--- config.mk ---
export PLATFORM = sky130hd
export DESIGN_NAME = us2x_queue
export DESIGN_NICKNAME = d
export VERILOG_FILES = /design/src/sv/us2x_pkg.sv /design/src/sv/us2x_queue.sv
export SDC_FILE = /design/constraint.sdc
export NUM_CORES = 1
export LEC_CHECK = 0
export ABC_AREA = 1
export BUFFER_PORTS_ARGS = -buffer_cell sky130_fd_sc_hd__buf_2
export CORE_AREA = 2 2 117 119
export CTS_CLUSTER_SIZE = 8
export DETAILED_ROUTE_END_ITERATION = 12
export DIE_AREA = 0 0 119 121
export PLACE_DENSITY_LB_ADDON = 0.3
export SLEW_MARGIN = 20
export SYNTH_ARGS = -nofsm -noshare
export SYNTH_HDL_FRONTEND = slang
export SYNTH_SLANG_ARGS = --single-unit
export TNS_END_PERCENT = 1
--- constraint.sdc ---
create_clock -name i_clk -period 5.8 [get_ports i_clk]
set_clock_uncertainty 0.2 [all_clocks]
set_input_delay 0.29 -clock i_clk [delete_from_list [all_inputs] [get_ports i_clk]]
set_output_delay 0.29 -clock i_clk [all_outputs]
set_load 0.1 [all_outputs]
--- src/sv/us2x_pkg.sv ---
// shared types and constants of the 2x interpolating upsampler
package us2x_pkg;

    localparam int SAMPLE_W        = 16;
    localparam int VALUE_W         = 16;
    localparam int COORD_W         = 11;
    localparam int CFG_DATA_W      = 11;
    localparam int CFG_IDX_W       = 1;
    localparam int ROW_W           = 10;
    localparam int COL_W           = 11;
    localparam int MAX_ROWS        = 1024;
    localparam int DIM_RESET       = 1024;
    localparam int MAX_COLS_DEF    = 1024;
    localparam int SAMPLE_BITS_DEF = 16;
    localparam int QUEUE_DEPTH     = 2;

    localparam logic [CFG_IDX_W-1:0] REG_NUM_COLS = 1'b0;
    localparam logic [CFG_IDX_W-1:0] REG_NUM_ROWS = 1'b1;

    // result currently emitted for one input sample
    typedef enum logic [1:0] {
        PH_COPY,
        PH_HORZ,
        PH_VERT,
        PH_CENT
    } t_phase;

    // one classified sample with all its candidate results
    typedef struct packed {
        logic [VALUE_W-1:0] cur;
        logic [VALUE_W-1:0] horz;
        logic [VALUE_W-1:0] vert;
        logic [VALUE_W-1:0] cent;
        logic [ROW_W-1:0]   row;
        logic [COL_W-1:0]   col;
        logic               has_h;
        logic               has_v;
        logic               last_frame;
    } t_job;

endpackage

--- src/sv/us2x_queue.sv ---
// short job queue between front end and result sequencer
module us2x_queue (
    input  logic           i_clk,
    input  logic           i_rst_n,
    input  logic           i_push,
    input  us2x_pkg::t_job i_job,
    output logic           o_ready,
    output logic           o_valid,
    output us2x_pkg::t_job o_job,
    input  logic           i_pop
);

    localparam int PW = (us2x_pkg::QUEUE_DEPTH > 1) ? $clog2(us2x_pkg::QUEUE_DEPTH) : 1;
    localparam int CW = $clog2(us2x_pkg::QUEUE_DEPTH + 1);

    us2x_pkg::t_job r_mem [us2x_pkg::QUEUE_DEPTH];
    logic [PW-1:0]  r_wr_ptr, r_rd_ptr;
    logic [CW-1:0]  r_count;

    assign o_ready = r_count != CW'(us2x_pkg::QUEUE_DEPTH);
    assign o_valid = r_count != '0;
    assign o_job   = r_mem[r_rd_ptr];

    always_ff @(posedge i_clk) begin
        if (!i_rst_n) begin
            r_wr_ptr <= '0;
            r_rd_ptr <= '0;
            r_count  <= '0;
        end else begin
            if (i_push) begin
                r_wr_ptr <= (r_wr_ptr == PW'(us2x_pkg::QUEUE_DEPTH - 1)) ? '0 : r_wr_ptr + 1'b1;
            end
            if (i_pop) begin
                r_rd_ptr <= (r_rd_ptr == PW'(us2x_pkg::QUEUE_DEPTH - 1)) ? '0 : r_rd_ptr + 1'b1;
            end
            if (i_push && !i_pop) begin
                r_count <= r_count + 1'b1;
            end else if (i_pop && !i_push) begin
                r_count <= r_count - 1'b1;
            end
        end
    end

    always_ff @(posedge i_clk) begin
        if (i_push) begin
            r_mem[r_wr_ptr] <= i_job;
        end
    end

endmodule

# Word-level counts from Yosys, hierarchy flattened
# Memories as Yosys holds them, arrays and structs flattened. A register that Yosys moved wholly into a read port is not among the register bits.
# Index checks and enable logic that the tools add are counted.
dict set report word_totals {
  ff_bits 4
  ramBits 176
  input_bits 92
  wordCells 23
  mem_count 1
}
# name words word_bits rd rd_ports_with_merged_regs wr line_no
set mem_list {}
lappend mem_list {r_mem 2 88 1 1 1 us2x_queue.sv:16} ;# us2x_pkg::t_job r_mem [us2x_pkg::QUEUE_DEPTH];
dict set report op_classes {
  n_addsub 4
  n_eq_ne 1
  n_mux 8
  reduce_logical 6
}
# cell n
set ops {}
lappend ops {{2-to-1 mux 1 bit} 6}
lappend ops {{2-to-1 mux 2 bit} 2}
lappend ops {{nonzero test 2 bit} 2}
lappend ops {{adder 1 bit, second input constant} 2}
lappend ops {{adder 2 x 1 -> 2 bit, second input constant} 1}
lappend ops {{logical AND 1 bit} 2}
lappend ops {{logical NOT 1 bit} 2}
lappend ops {{inequality test 2 bit, second input constant} 1}
lappend ops {{subtractor 2 x 1 -> 2 bit, second input constant} 1}

# Longest topological paths before layout
dict set report logic_depth {
  depth_word 4
  mapped_depth 8
  ltp_nobuf 8
}

# Worst setup path after synthesis
# No wires, ideal clock.
dict set report synth_path {
  path_type {input port to flip-flop}
  start {input port i_push}
  end {memory r_mem[0][0] (netlist bit) (enable)}
  setup_time_ns 0.537
  arrival_ns 4.015
  required_time_ns 5.063
  setup_slack_ns 1.047
  path_stages 2
  path_buffers 0
  cell_sequence {inv_1 > nor2_1}
}
dict set report synth_between {
  elab_chain_cells 2
}
# item line_no
set synth_lines {}
lappend synth_lines {{from (decl)} us2x_queue.sv:5} ;# input logic i_push,
lappend synth_lines {{2-to-1 mux 1 bit} us2x_queue.sv:45} ;# if (i_push) begin
lappend synth_lines {{2-to-1 mux 1 bit (implied by the code)} us2x_queue.sv:46} ;# r_mem[r_wr_ptr] <= i_job;
lappend synth_lines {{to (decl)} us2x_queue.sv:16}
# Every way passes these cells.

==> reports/metrics.cfg <==
[detailed_routing]
drtPass1Iterations = 4
wirelength_um = 12800
routedWlPerCell_um = 16.3
drc = 0
antenna_left = 0
vias = 3735
viasPerCell = 4.76
drt-initial-drc-count = 242

[flow_run]
maxCapViolCount = 0

[clocking]
clock_latency_ps = 430
clock_sinks = 181
cts.clk_slew.worst_paths_ps = 70
ctsHoldBuffers = 92
cts_buffers = 17
cts_root_buf = clkbuf_16
tritoncts = built
ctsResizeCount = 0
htree_levels = 4
post_cts_buffers = 0
clockBufferDepth = 2

[global_routing]
grt_util_all_layers_pct = 18.4
grt_pass1_wl_um = 19800
grt.overflow.total = 0
antenna_found_initial = 1
grt_max_degree = 65
grt_pass1_vias = 3942

[logic_synthesis]
synth_ff_type = edfxtp_1
syn_area_mm2 = 0.00665
syn_nets = 402
async_reset_ff_share_pct = 0
yosysTopAreaCell = edfxtp_1
ys.warnings.count = 0
synth-edff-count = 176
synth_area_per_cell_um2 = 21.5
synth_area_leaders = edfxtp_1 (79%), mux2_2 (12%), mux2_4 (4.5%)
netlist_top_cells_count = edfxtp_1 (176), mux2_2 (68), mux2_4 (20), nand2_1 (10), inv_1 (8)
yosysSeqAreaShare_pct = 80.9
synth.most_common_cell = edfxtp_1
synth_cells = 309
yosys.area.top_type_share_pct = 79.4
ys_ff_latch = 181
yosysUniqueCellTypes = 14

[floorplan]
fp.dieH_um = 121
row_count = 42
core_area_mm2 = 0.0131
initial_core_util_pct = 50.9
die_area_mm2 = 0.0144
die_x_um = 119
io_pins = 182

[timing]
slew_headroom_pct = 40.2
fin_crit_sh_pct = 53.2
fin_crit_ps = 3090
rsz0062_at_grt = no
worstMarginPinSlew_ps = 898
slew_viol_final = 0
finalSetupViolations = 0
hold_viol_final = 0
finalSetupTns_ps = 0
fmax_mhz = 324

[critical_path]
path_delay_family = buffers and inverters
r2r_start = r_wr_ptr$_SDFFE_PN0P_
cp_slowest_stage_delay_ps = 730
cp_slowest_cell = buf_4
path_buf_inv = 2
crit_required_ps = 5310
crit_chain = buf_4 -> mux2_2 -> buf_2
cp_max_fo = 64
crit_path_start_kind = register
worstSetupPathType = register to output pin
critical_path_arrival_ps = 2600
cp-end-kind = output pin

[placed_design]
dpl.hpwl_um = 7690
port_buffers = 181
place_area_mm2 = 0.00774
gp_congestion = 0.734

[cells_and_area]
ff_latch_area_mm2 = 0.00539
stdcell_area_mm2 = 0.00926
final_nets = 688
multi_input_area_mm2 = 0.00117
fill_cells = 824
drive_above_1_share_pct = 50.3
area_growth_pct = 39.2

[pwr]
ir_drop_uv = 248
cellLeakagePower_nw = 3.58
p_per_area_mw_per_mm2 = 362

[hold_path]
worstHoldStart = i_push
worstHoldPathType = input port to register

[run_status]
outcome = finished clean

[layout make-up]
| cell class | count | share of cell area [%] |
|---|---|---|
| diodes | 1 | 0.0270 |
| clock buffers | 20 | 4.82 |
| clock inverters | 12 | 1.43 |
| inverters | 8 | 0.338 |
| multi-input cells | 110 | 12.6 |
| flip-flops and latches | 181 | 58.2 |
| well taps | 176 | 2.38 |
| repair buffers | 277 | 20.2 |
[per-layer routing]
| layer | vias to the layer above | GRT usage [%] | routed length (um) |
|---|---|---|---|
| met2 | 158 | 31.3 | 6420 |
| met3 | 17 | 4.56 | 797 |
| met4 | 0 | 7.74 | 191 |
| met1 | 1786 | 22.6 | 5360 |
| met5 | - | 0 | 0 |
| li1 | 1774 | - | - |
[metrics by stage]
stage	utilization, %	hold WS (ps)	cells	power, mW	worst slack [ps]
6_report	70.8	78.3	785	3.35	2710
5_1_grt	70.8	103	785	3.45	2580
4_1_cts	70.6	53.9	783	3.37	2660
3_5_place_dp	59.2	281	659	2.22	3110
3_3_place_gp	59.2	277	659	2.21	3140
2_1_floorplan	-	189	309	2.11	1050
[tightest hold or removal path: stages]
cell	delay [ps]
buf_2	120
ha_1	170
a21oi_1	80
[flip-flops by register name, summed over array words and instances, names as in the netlist, named ones only]
signal and flops:
r_rd_ptr 1, r_count 2, r_wr_ptr 1, r_mem 176
[power by group]
group / internal [mW] / switching (mW)
clock network: 0.644 / 0.461
registers: 1.51 / 0.0225
logic: 0.168 / 0.540
total: 2.33 / 1.02
[cell usage in the layout (no fill, tap or decap), drive strengths merged]
cell type,instances
clkinv,5
dfxtp,5
clkbuf,20
o21ai,1
ha,1
nand3,1
nand2,10
nand4,1
clkinvlp,6
dlygate4sd3,92
edfxtp,176
buf,185
bufinv,2
mux2,88
a21oi,1
nor2,7
diode,1
inv,7
[path summary, 6_finish.rpt]
kind                              to  slack [ps]  depth (start not counted)
min          r_count[0]$_SDFFE_PN0P_          80                          3
min reg2reg    r_rd_ptr$_SDFFE_PN0P_         320                          2
max                        o_job[76]        2710                          3
max reg2reg   r_mem[1][21]$_DFFE_PP_        3500                          3
[kinds of logic after synthesis]
family | share of synthesized area, %
buffers and inverters | 1.58
AO/OA/AOI/OAI | 0.150
flip-flops | 80.9
AND/OR/NAND/NOR | 1.13
multiplexers | 16.0
adder cells (fa/ha/maj) | 0.188
Power figures use the tool's default switching activity.
