--- src/sv/us2x_pkg.sv ---
// shared types and constants of the 2x interpolating upsampler
package us2x_pkg;

    localparam int SAMPLE_W        = 16;
    localparam int VALUE_W         = 16;
    localparam int COORD_W         = 11;
    localparam int CFG_DATA_W      = 11;
    localparam int CFG_IDX_W       = 1;
    localparam int ROW_W           = 10;
    localparam int COL_W           = 11;
    localparam int MAX_ROWS        = 1024;
    localparam int DIM_RESET       = 1024;
    localparam int MAX_COLS_DEF    = 1024;
    localparam int SAMPLE_BITS_DEF = 16;
    localparam int QUEUE_DEPTH     = 2;

    localparam logic [CFG_IDX_W-1:0] REG_NUM_COLS = 1'b0;
    localparam logic [CFG_IDX_W-1:0] REG_NUM_ROWS = 1'b1;

    // result currently emitted for one input sample
    typedef enum logic [1:0] {
        PH_COPY,
        PH_HORZ,
        PH_VERT,
        PH_CENT
    } t_phase;

    // one classified sample with all its candidate results
    typedef struct packed {
        logic [VALUE_W-1:0] cur;
        logic [VALUE_W-1:0] horz;
        logic [VALUE_W-1:0] vert;
        logic [VALUE_W-1:0] cent;
        logic [ROW_W-1:0]   row;
        logic [COL_W-1:0]   col;
        logic               has_h;
        logic               has_v;
        logic               last_frame;
    } t_job;

endpackage

--- src/sv/us2x_back.sv ---
// back end: walks the present results of each job, one beat per cycle while the receiver is ready
module us2x_back (
    input  logic                         i_clk,
    input  logic                         i_rst_n,
    input  logic                         i_q_valid,
    input  us2x_pkg::t_job               i_job,
    output logic                         o_pop,
    output logic                         o_valid,
    input  logic                         i_ready,
    output logic [us2x_pkg::VALUE_W-1:0] o_value,
    output logic [us2x_pkg::COORD_W-1:0] o_out_row,
    output logic [us2x_pkg::COORD_W-1:0] o_out_col,
    output logic                         o_last_of_run,
    output logic                         o_frame_done
);

    us2x_pkg::t_phase             r_phase, n_phase, step_phase;
    logic                         r_job_valid, n_job_valid;
    us2x_pkg::t_job               r_job;
    logic                         r_out_valid;
    logic [us2x_pkg::VALUE_W-1:0] r_out_value;
    logic [us2x_pkg::COORD_W-1:0] r_out_row, r_out_col;
    logic                         r_out_last, r_out_done;

    logic                         advance, is_last, load;
    logic [us2x_pkg::VALUE_W-1:0] res_value;
    logic [us2x_pkg::COORD_W-1:0] row2, res_row, res_col;
    logic [us2x_pkg::COL_W:0]     col2;

    always_ff @(posedge i_clk) begin
        if (!i_rst_n) begin
            r_phase     <= us2x_pkg::PH_COPY;
            r_job_valid <= 1'b0;
        end else begin
            r_phase     <= n_phase;
            r_job_valid <= n_job_valid;
        end
    end

    always_comb begin
        advance    = r_job_valid && (!r_out_valid || i_ready);
        is_last    = 1'b0;
        step_phase = r_phase;
        // order of results: copy, horizontal, vertical, centre
        unique case (r_phase)
            us2x_pkg::PH_COPY: begin
                if (r_job.has_h) begin
                    step_phase = us2x_pkg::PH_HORZ;
                end else if (r_job.has_v) begin
                    step_phase = us2x_pkg::PH_VERT;
                end else begin
                    is_last = 1'b1;
                end
            end
            us2x_pkg::PH_HORZ: begin
                if (r_job.has_v) begin
                    step_phase = us2x_pkg::PH_VERT;
                end else begin
                    is_last = 1'b1;
                end
            end
            us2x_pkg::PH_VERT: begin
                if (r_job.has_h) begin
                    step_phase = us2x_pkg::PH_CENT;
                end else begin
                    is_last = 1'b1;
                end
            end
            us2x_pkg::PH_CENT: is_last = 1'b1;
            default: is_last = 1'b1;
        endcase

        load  = i_q_valid && (!r_job_valid || (advance && is_last));
        o_pop = load;

        if (load) begin
            n_phase = us2x_pkg::PH_COPY;
        end else if (advance) begin
            n_phase = step_phase;
        end else begin
            n_phase = r_phase;
        end

        if (load) begin
            n_job_valid = 1'b1;
        end else if (advance && is_last) begin
            n_job_valid = 1'b0;
        end else begin
            n_job_valid = r_job_valid;
        end

        row2 = {r_job.row, 1'b0};
        col2 = {r_job.col, 1'b0};
        unique case (r_phase)
            us2x_pkg::PH_COPY: begin
                res_value = r_job.cur;
                res_row   = row2;
                res_col   = us2x_pkg::COORD_W'(col2);
            end
            us2x_pkg::PH_HORZ: begin
                res_value = r_job.horz;
                res_row   = row2;
                res_col   = us2x_pkg::COORD_W'(col2 - 1'b1);
            end
            us2x_pkg::PH_VERT: begin
                res_value = r_job.vert;
                res_row   = row2 - 1'b1;
                res_col   = us2x_pkg::COORD_W'(col2);
            end
            default: begin
                res_value = r_job.cent;
                res_row   = row2 - 1'b1;
                res_col   = us2x_pkg::COORD_W'(col2 - 1'b1);
            end
        endcase
    end

    always_ff @(posedge i_clk) begin
        if (load) begin
            r_job <= i_job;
        end
    end

    // output register lets the next job load while a beat waits
    always_ff @(posedge i_clk) begin
        if (!i_rst_n) begin
            r_out_valid <= 1'b0;
        end else if (advance) begin
            r_out_valid <= 1'b1;
        end else if (i_ready) begin
            r_out_valid <= 1'b0;
        end
    end

    always_ff @(posedge i_clk) begin
        if (advance) begin
            r_out_value <= res_value;
            r_out_row   <= res_row;
            r_out_col   <= res_col;
            r_out_last  <= is_last;
            r_out_done  <= is_last && r_job.last_frame;
        end
    end

    assign o_valid       = r_out_valid;
    assign o_value       = r_out_value;
    assign o_out_row     = r_out_row;
    assign o_out_col     = r_out_col;
    assign o_last_of_run = r_out_last;
    assign o_frame_done  = r_out_done;

    a_horz_present: assert property (@(posedge i_clk) disable iff (!i_rst_n)
        r_job_valid && r_phase == us2x_pkg::PH_HORZ |-> r_job.has_h)
        else $error("horizontal mean on first column");

    a_vert_present: assert property (@(posedge i_clk) disable iff (!i_rst_n)
        r_job_valid && r_phase == us2x_pkg::PH_VERT |-> r_job.has_v)
        else $error("vertical mean on first row");

    a_cent_present: assert property (@(posedge i_clk) disable iff (!i_rst_n)
        r_job_valid && r_phase == us2x_pkg::PH_CENT |-> r_job.has_h && r_job.has_v)
        else $error("centre value without both neighbours");

endmodule

--- config.mk ---
export PLATFORM = sky130hd
export DESIGN_NAME = us2x_back
export DESIGN_NICKNAME = d
export VERILOG_FILES = /design/src/sv/us2x_pkg.sv /design/src/sv/us2x_back.sv
export SDC_FILE = /design/constraint.sdc
export NUM_CORES = 1
export LEC_CHECK = 0
export BUFFER_PORTS_ARGS = -buffer_cell sky130_fd_sc_hd__buf_2
export CORE_ASPECT_RATIO = 0.6
export CORE_MARGIN = 10
export CORE_UTILIZATION = 45
export CTS_BUF_LIST = sky130_fd_sc_hd__clkbuf_4 sky130_fd_sc_hd__clkbuf_8
export DETAILED_ROUTE_END_ITERATION = 7
export GPL_TIMING_DRIVEN = 1
export PLACE_DENSITY_LB_ADDON = 0.15
export RECOVER_POWER = 50
export SLEW_MARGIN = 20
export SYNTH_ARGS = -nofsm -noshare
export SYNTH_HDL_FRONTEND = slang
export SYNTH_SLANG_ARGS = --single-unit
--- constraint.sdc ---
create_clock -name i_clk -period 10.21 [get_ports i_clk]
set_input_delay 1.5315 -clock i_clk [delete_from_list [all_inputs] [get_ports i_clk]]
set_output_delay 1.5315 -clock i_clk [all_outputs]
set_load 0.1 [all_outputs]
==> Word-level counts from Yosys, hierarchy flattened <==
Cells that the tools add are included.
{ "totals": {"ff_bits": 131, "output_inout_bits": 42, "word_cells": 57} }
{ "op_classes": {"add_sub_neg": 2, "eq_ne": 4, "mux": 15, "n_bitwise": 1, "reduce_logical": 16} }
{ "op_table": {"columns": ["op", "n"], "rows": [
  ["case mux 16 bit (3 select lines)", 1],
  ["two-way mux 11 bit", 2],
  ["subtractor 11 x 1 -> 11 bit (second input constant)", 2],
  ["two-way mux 1 bit", 7],
  ["two-way mux 2 bit", 3],
  ["case mux 2 bit (3 select lines)", 1],
  ["OR reduction 2 bit", 3],
  ["== test 2 bit (second input constant)", 2],
  ["logical AND 1 bit", 4],
  ["case mux 1 bit (4 select lines)", 1],
  ["nonzero test 2 bit", 2],
  ["AND reduction 3 bit", 1],
  ["nonzero test 3 bit", 1],
  ["== test 2 x 1 -> 1 bit (second input constant)", 1],
  ["logical NOT 1 bit", 2],
  ["logical NOT 2 bit", 1],
  ["logical OR 1 bit", 2],
  ["inequality test 2 bit (second input constant)", 1],
  ["inverter 1 bit", 1]
]} }

==> Longest topological paths before layout <==
{ "logic_depth": {"word_depth": 7, "ltp_mapped": 8, "mapped_depth_nobuf": 7} }

==> Least setup slack after synthesis <==
OpenSTA, ideal clock, no wires.
{ "synth_timing": {"path_kind": "in2out", "from": "in i_ready", "to": "out o_pop", "t_arrival_ps": 4524, "required_ps": 8679, "setup_slack_ps": 4154, "cell_stages": 3, "path_cell_list": "nand2b_1 > a21o_1 > and2_1"} }
{ "synth_between": {"elab_chain_len": 5} }
{ "synth_lines": {"columns": ["element", "line_no", "rtl"], "rows": [
  ["start: declaration", "us2x_back.sv:9", "input logic i_ready,"],
  ["logical OR 1 bit", "us2x_back.sv:41", "advance = r_job_valid && (!r_out_valid || i_ready);"],
  ["logical AND 1 bit", "us2x_back.sv:41", null],
  ["logical AND 1 bit", "us2x_back.sv:73", "load = i_q_valid && (!r_job_valid || (advance && is_last));"],
  ["logical OR 1 bit", "us2x_back.sv:73", null],
  ["logical AND 1 bit", "us2x_back.sv:73", null],
  ["end: declaration", "us2x_back.sv:7", "output logic o_pop,"]
]} }
Every way passes these cells.

==> Worst setup path after layout <==
{ "layout_timing": {"from": "reg r_phase[0]", "to": "out o_pop"} }
{ "layout_between": {"elab_chain_len": 5, "elab_cells_between_ends": 8, "classes_between": "eq/ne (3); mux (1); reduce/logical (4)"} }
{ "layout_lines": {"columns": ["element", "line_no", "rtl"], "rows": [
  ["start: declaration", "us2x_back.sv:17", "us2x_pkg::t_phase r_phase, n_phase, step_phase;"],
  ["start signal: assignment", "us2x_back.sv:32", "r_phase <= us2x_pkg::PH_COPY;"],
  ["start signal: assignment", "us2x_back.sv:35", "r_phase <= n_phase;"],
  ["== test 2 bit (tied with other cells)", "us2x_back.sv:45", "unique case (r_phase)"],
  ["case mux 1 bit (4 select lines) *", "us2x_back.sv:45", null],
  ["net is_last", "us2x_back.sv:25", "logic advance, is_last, load;"],
  ["logical AND 1 bit *", "us2x_back.sv:73", null],
  ["logical OR 1 bit *", "us2x_back.sv:73", null],
  ["logical AND 1 bit *", "us2x_back.sv:73", null]
]} }
Mark *: on every way through the listed nets, which the timed path passes. The rest lies on a longest branch.

==> flow_metrics.py <==
metrics = {
    "placement": {
        "io_buffers": 132,
        "dp_hpwl_um": 7140,
        "globalplace.congestion": 0.739,
    },
    "worst_setup_path": {
        "worstPathCellList": "inv_1 > ha_1 > a21oi_1 > o22ai_1 > a21o_1 > and2_4 > buf_2",
        "rr_startpoint": "r_phase[0]$_SDFFE_PP0P_",
        "critPathMaxStageDelay_ns": 0.79,
        "slowest_stage": "ha_1",
        "cp.required_ns": 8.68,
        "path_delay_family": "adder cells",
        "crit_fanout": 36,
        "path_class": "flop to output pin",
        "cp.arrival_ns": 3.34,
        "critPathBufInv": 2,
        "critPathCaptureType": "output pin",
        "critPathLaunchType": "flop",
        "worstSetupStartpoint": "r_phase[0]$_SDFFE_PP0P_",
    },
    "timing": {
        "finalHoldViolCount": 0,
        "maxSlewViolCount": 41,
        "setup_tns_ns": 0,
        "max-slew-margin-rel_pct": -86.8,
        "max_freq_mhz": 205,
        "setup_viol": 0,
        "fin_crit_sh_pct": 47.7,
        "period_minus_slack_ns": 4.87,
        "hold_ws_ns": 0.491,
        "tightest_slew_ns": 2.80,
        "finClkSkew_ns": 0.0109,
        "rsz0062_at_grt": "no",
    },
    "yosys": {
        "async_flop_share_pct": 0,
        "avgSynthCellArea_sq_um": 17.6,
        "synth_area_leaders": "edfxtp_1 (79%), a222oi_1 (3.3%), a21oi_1 (2.3%), xor2_1 (1.8%), nor2_1 (1.8%)",
        "synth_top_flop_cell": "edfxtp_1",
        "yosysTopAreaCell": "edfxtp_1",
        "yosys.area.top_type_share_pct": 78.5,
        "synth_warnings": 0,
        "yosysMostFrequentCell": "edfxtp_1",
        "synth_edf_count": 127,
        "synth_common_cells": "edfxtp_1 (127), nor2_1 (23), a21oi_1 (22)",
        "ys_ff_latch": 131,
        "ys_seq_area_share_pct": 80.2,
        "synth_cells": 276,
        "synth_area_sq_um": 4860,
        "syn_nets": 374,
        "synth.distinct_cells": 35,
    },
    "finish": {
        "num-nets-final": 518,
        "num_antenna_cells": 0,
        "area_growth_syn_to_layout_pct": 23.0,
        "layout-drive-gt1-share_pct": 37.0,
    },
    "drt": {
        "ant_nets": 0,
        "routed_via_density": 4.92,
        "drcViolationCount": 0,
        "dr.pass1.iters": 5,
        "wirelength_um": 10300,
        "drt-initial-drc-count": 169,
        "dr_total_vias": 2814,
        "wire_per_inst_um": 18.0,
    },
    "power": {
        "power_frac_comb_pct": 13.2,
        "share_seq_of_total_power_pct": 53.6,
        "intPower_uw": 882,
        "switching_share_pct": 26.9,
        "worst_ir_drop_vdd_v": 0.0000981,
        "p_per_area_nw_per_um2": 202,
        "clkPwrFrac_pct": 33.1,
        "leakage_nw": 2.32,
        "p_sw_uw": 325,
    },
    "worst_hold_path": {
        "holdCritPathClass": "flop to flop",
        "min_from": "r_job_valid$_SDFFE_PN0P_",
    },
    "clocking": {
        "htreeDepth": 4,
        "post_cts_buffers": 0,
        "cts_tree": "done",
        "cts_root_buffer": "clkbuf_8",
        "clk_latency_ns": 0.42,
        "clockBufferDepth": 2,
        "cts.sinks": 131,
        "ctsResizeCount": 0,
        "cts_hold_buffers": 0,
        "path_clk_slew_ns": 0.07,
        "numCtsBuffers": 17,
    },
    "job": {
        "cap_violations": 1,
    },
    "floorplan": {
        "die_w_um": 154,
        "design.die.area_sq_um": 15500,
        "rows": 29,
        "die_h_um": 100,
        "ios": 134,
        "initial_utilization_pct": 46.0,
        "core_area_sq_um": 10600,
    },
    "grt": {
        "grt_max_degree": 54,
        "antenna_found_initial": 0,
        "grt_pass1_wl_um": 16100,
        "grt_pass1_vias": 2984,
        "grt-ovfl-total": 0,
        "grtUsageTotal_pct": 13.5,
    },
    "run_status": {
        "failed_checks": "max-capacitance violations, max-slew violations",
        "status": "finished with violations",
    },
}
metal layers:
metal	routed length, um	up-vias	GRT usage (%)
li1	-	1367	-
met2	5000	101	21.7
met1	4510	1340	16.3
met4	74	0	5.78
met3	710	6	4.90
met5	0	-	0
logic make-up after synthesis:
group | synth area share [%]
simple gates | 5.77
xor+xnor | 2.89
mux | 0.618
fa+ha+maj | 1.55
compound gates | 7.08
flops | 80.2
buf+inv | 1.93
worst paths after layout:
check	to	slack (ns)	depth (start not counted)
setup reg to reg	r_job[63]$_DFFE_PP_	6.78	7
setup / recovery	o_pop	5.34	7
hold reg to reg	o_valid$_SDFFE_PN0P_	0.49	2
hold / removal	o_valid$_SDFFE_PN0P_	0.49	2
layout make-up:
| type | count | area (sq um) |
|---|---|---|
| multi-input combinational | 124 | 828 |
| tap | 139 | 174 |
| clock inverter | 14 | 120 |
| fill | 851 | 4580 |
| timing repair buffer | 134 | 673 |
| sequential | 131 | 3890 |
| clock buffer | 18 | 241 |
| inverter | 12 | 45.0 |
cells in the final DEF, fill, tap and decap left out, types with 8 or more instances in the layout:
master,synthesis,routed
a21oi_1,22,22
a222oi_1,16,16
buf_2,0,130
clkbuf_8,0,17
edfxtp_1,127,127
inv_1,12,12
nand2_1,8,8
nor2_1,23,24
xor2_1,10,10
flip-flops by register name, summed over array words and instances, names as in the netlist:
name / count
r_job: 77
o_value: 16
o_out_row: 11
r_phase: 2
o_frame_done: 1
o_last_of_run: 1
r_job_valid: 1
o_valid: 1
col2: 10
o_out_col: 11
power groups by stage:
stage / logic [mW] / clock network (mW) / registers [mW]
2_1_floorplan: 0.0396 / 0 / 0.741
3_5_place_dp: 0.162 / 0 / 0.659
6_report: 0.160 / 0.400 / 0.647
3_3_place_gp: 0.161 / 0 / 0.658
5_1_grt: 0.170 / 0.437 / 0.651
4_1_cts: 0.163 / 0.414 / 0.648
per-stage QoR:
step	total power [mW]	area (sq um)	setup slack, ns	util [%]	instances
2_1_floorplan	0.780	4860	4.15	-	276
3_3_place_gp	0.819	5660	5.73	53.6	540
3_5_place_dp	0.822	5660	5.69	53.6	540
4_1_cts	1.22	6020	5.22	57.0	572
5_1_grt	1.26	5980	5.05	56.6	572
6_report	1.21	5980	5.34	56.6	572
worst register-to-register path, delay by kind of cell, from the launching register on:
| kind | cells | cell delay (ns) |
|---|---|---|
| AND/OR/NAND/NOR | 1 | 0.46 |
| flip-flops | 1 | 0.36 |
| AO/OA/AOI/OAI | 3 | 0.66 |
| adder cells (fa/ha/maj) | 1 | 0.79 |
| buffers and inverters | 2 | 0.75 |
Power figures use the tool's default switching activity.
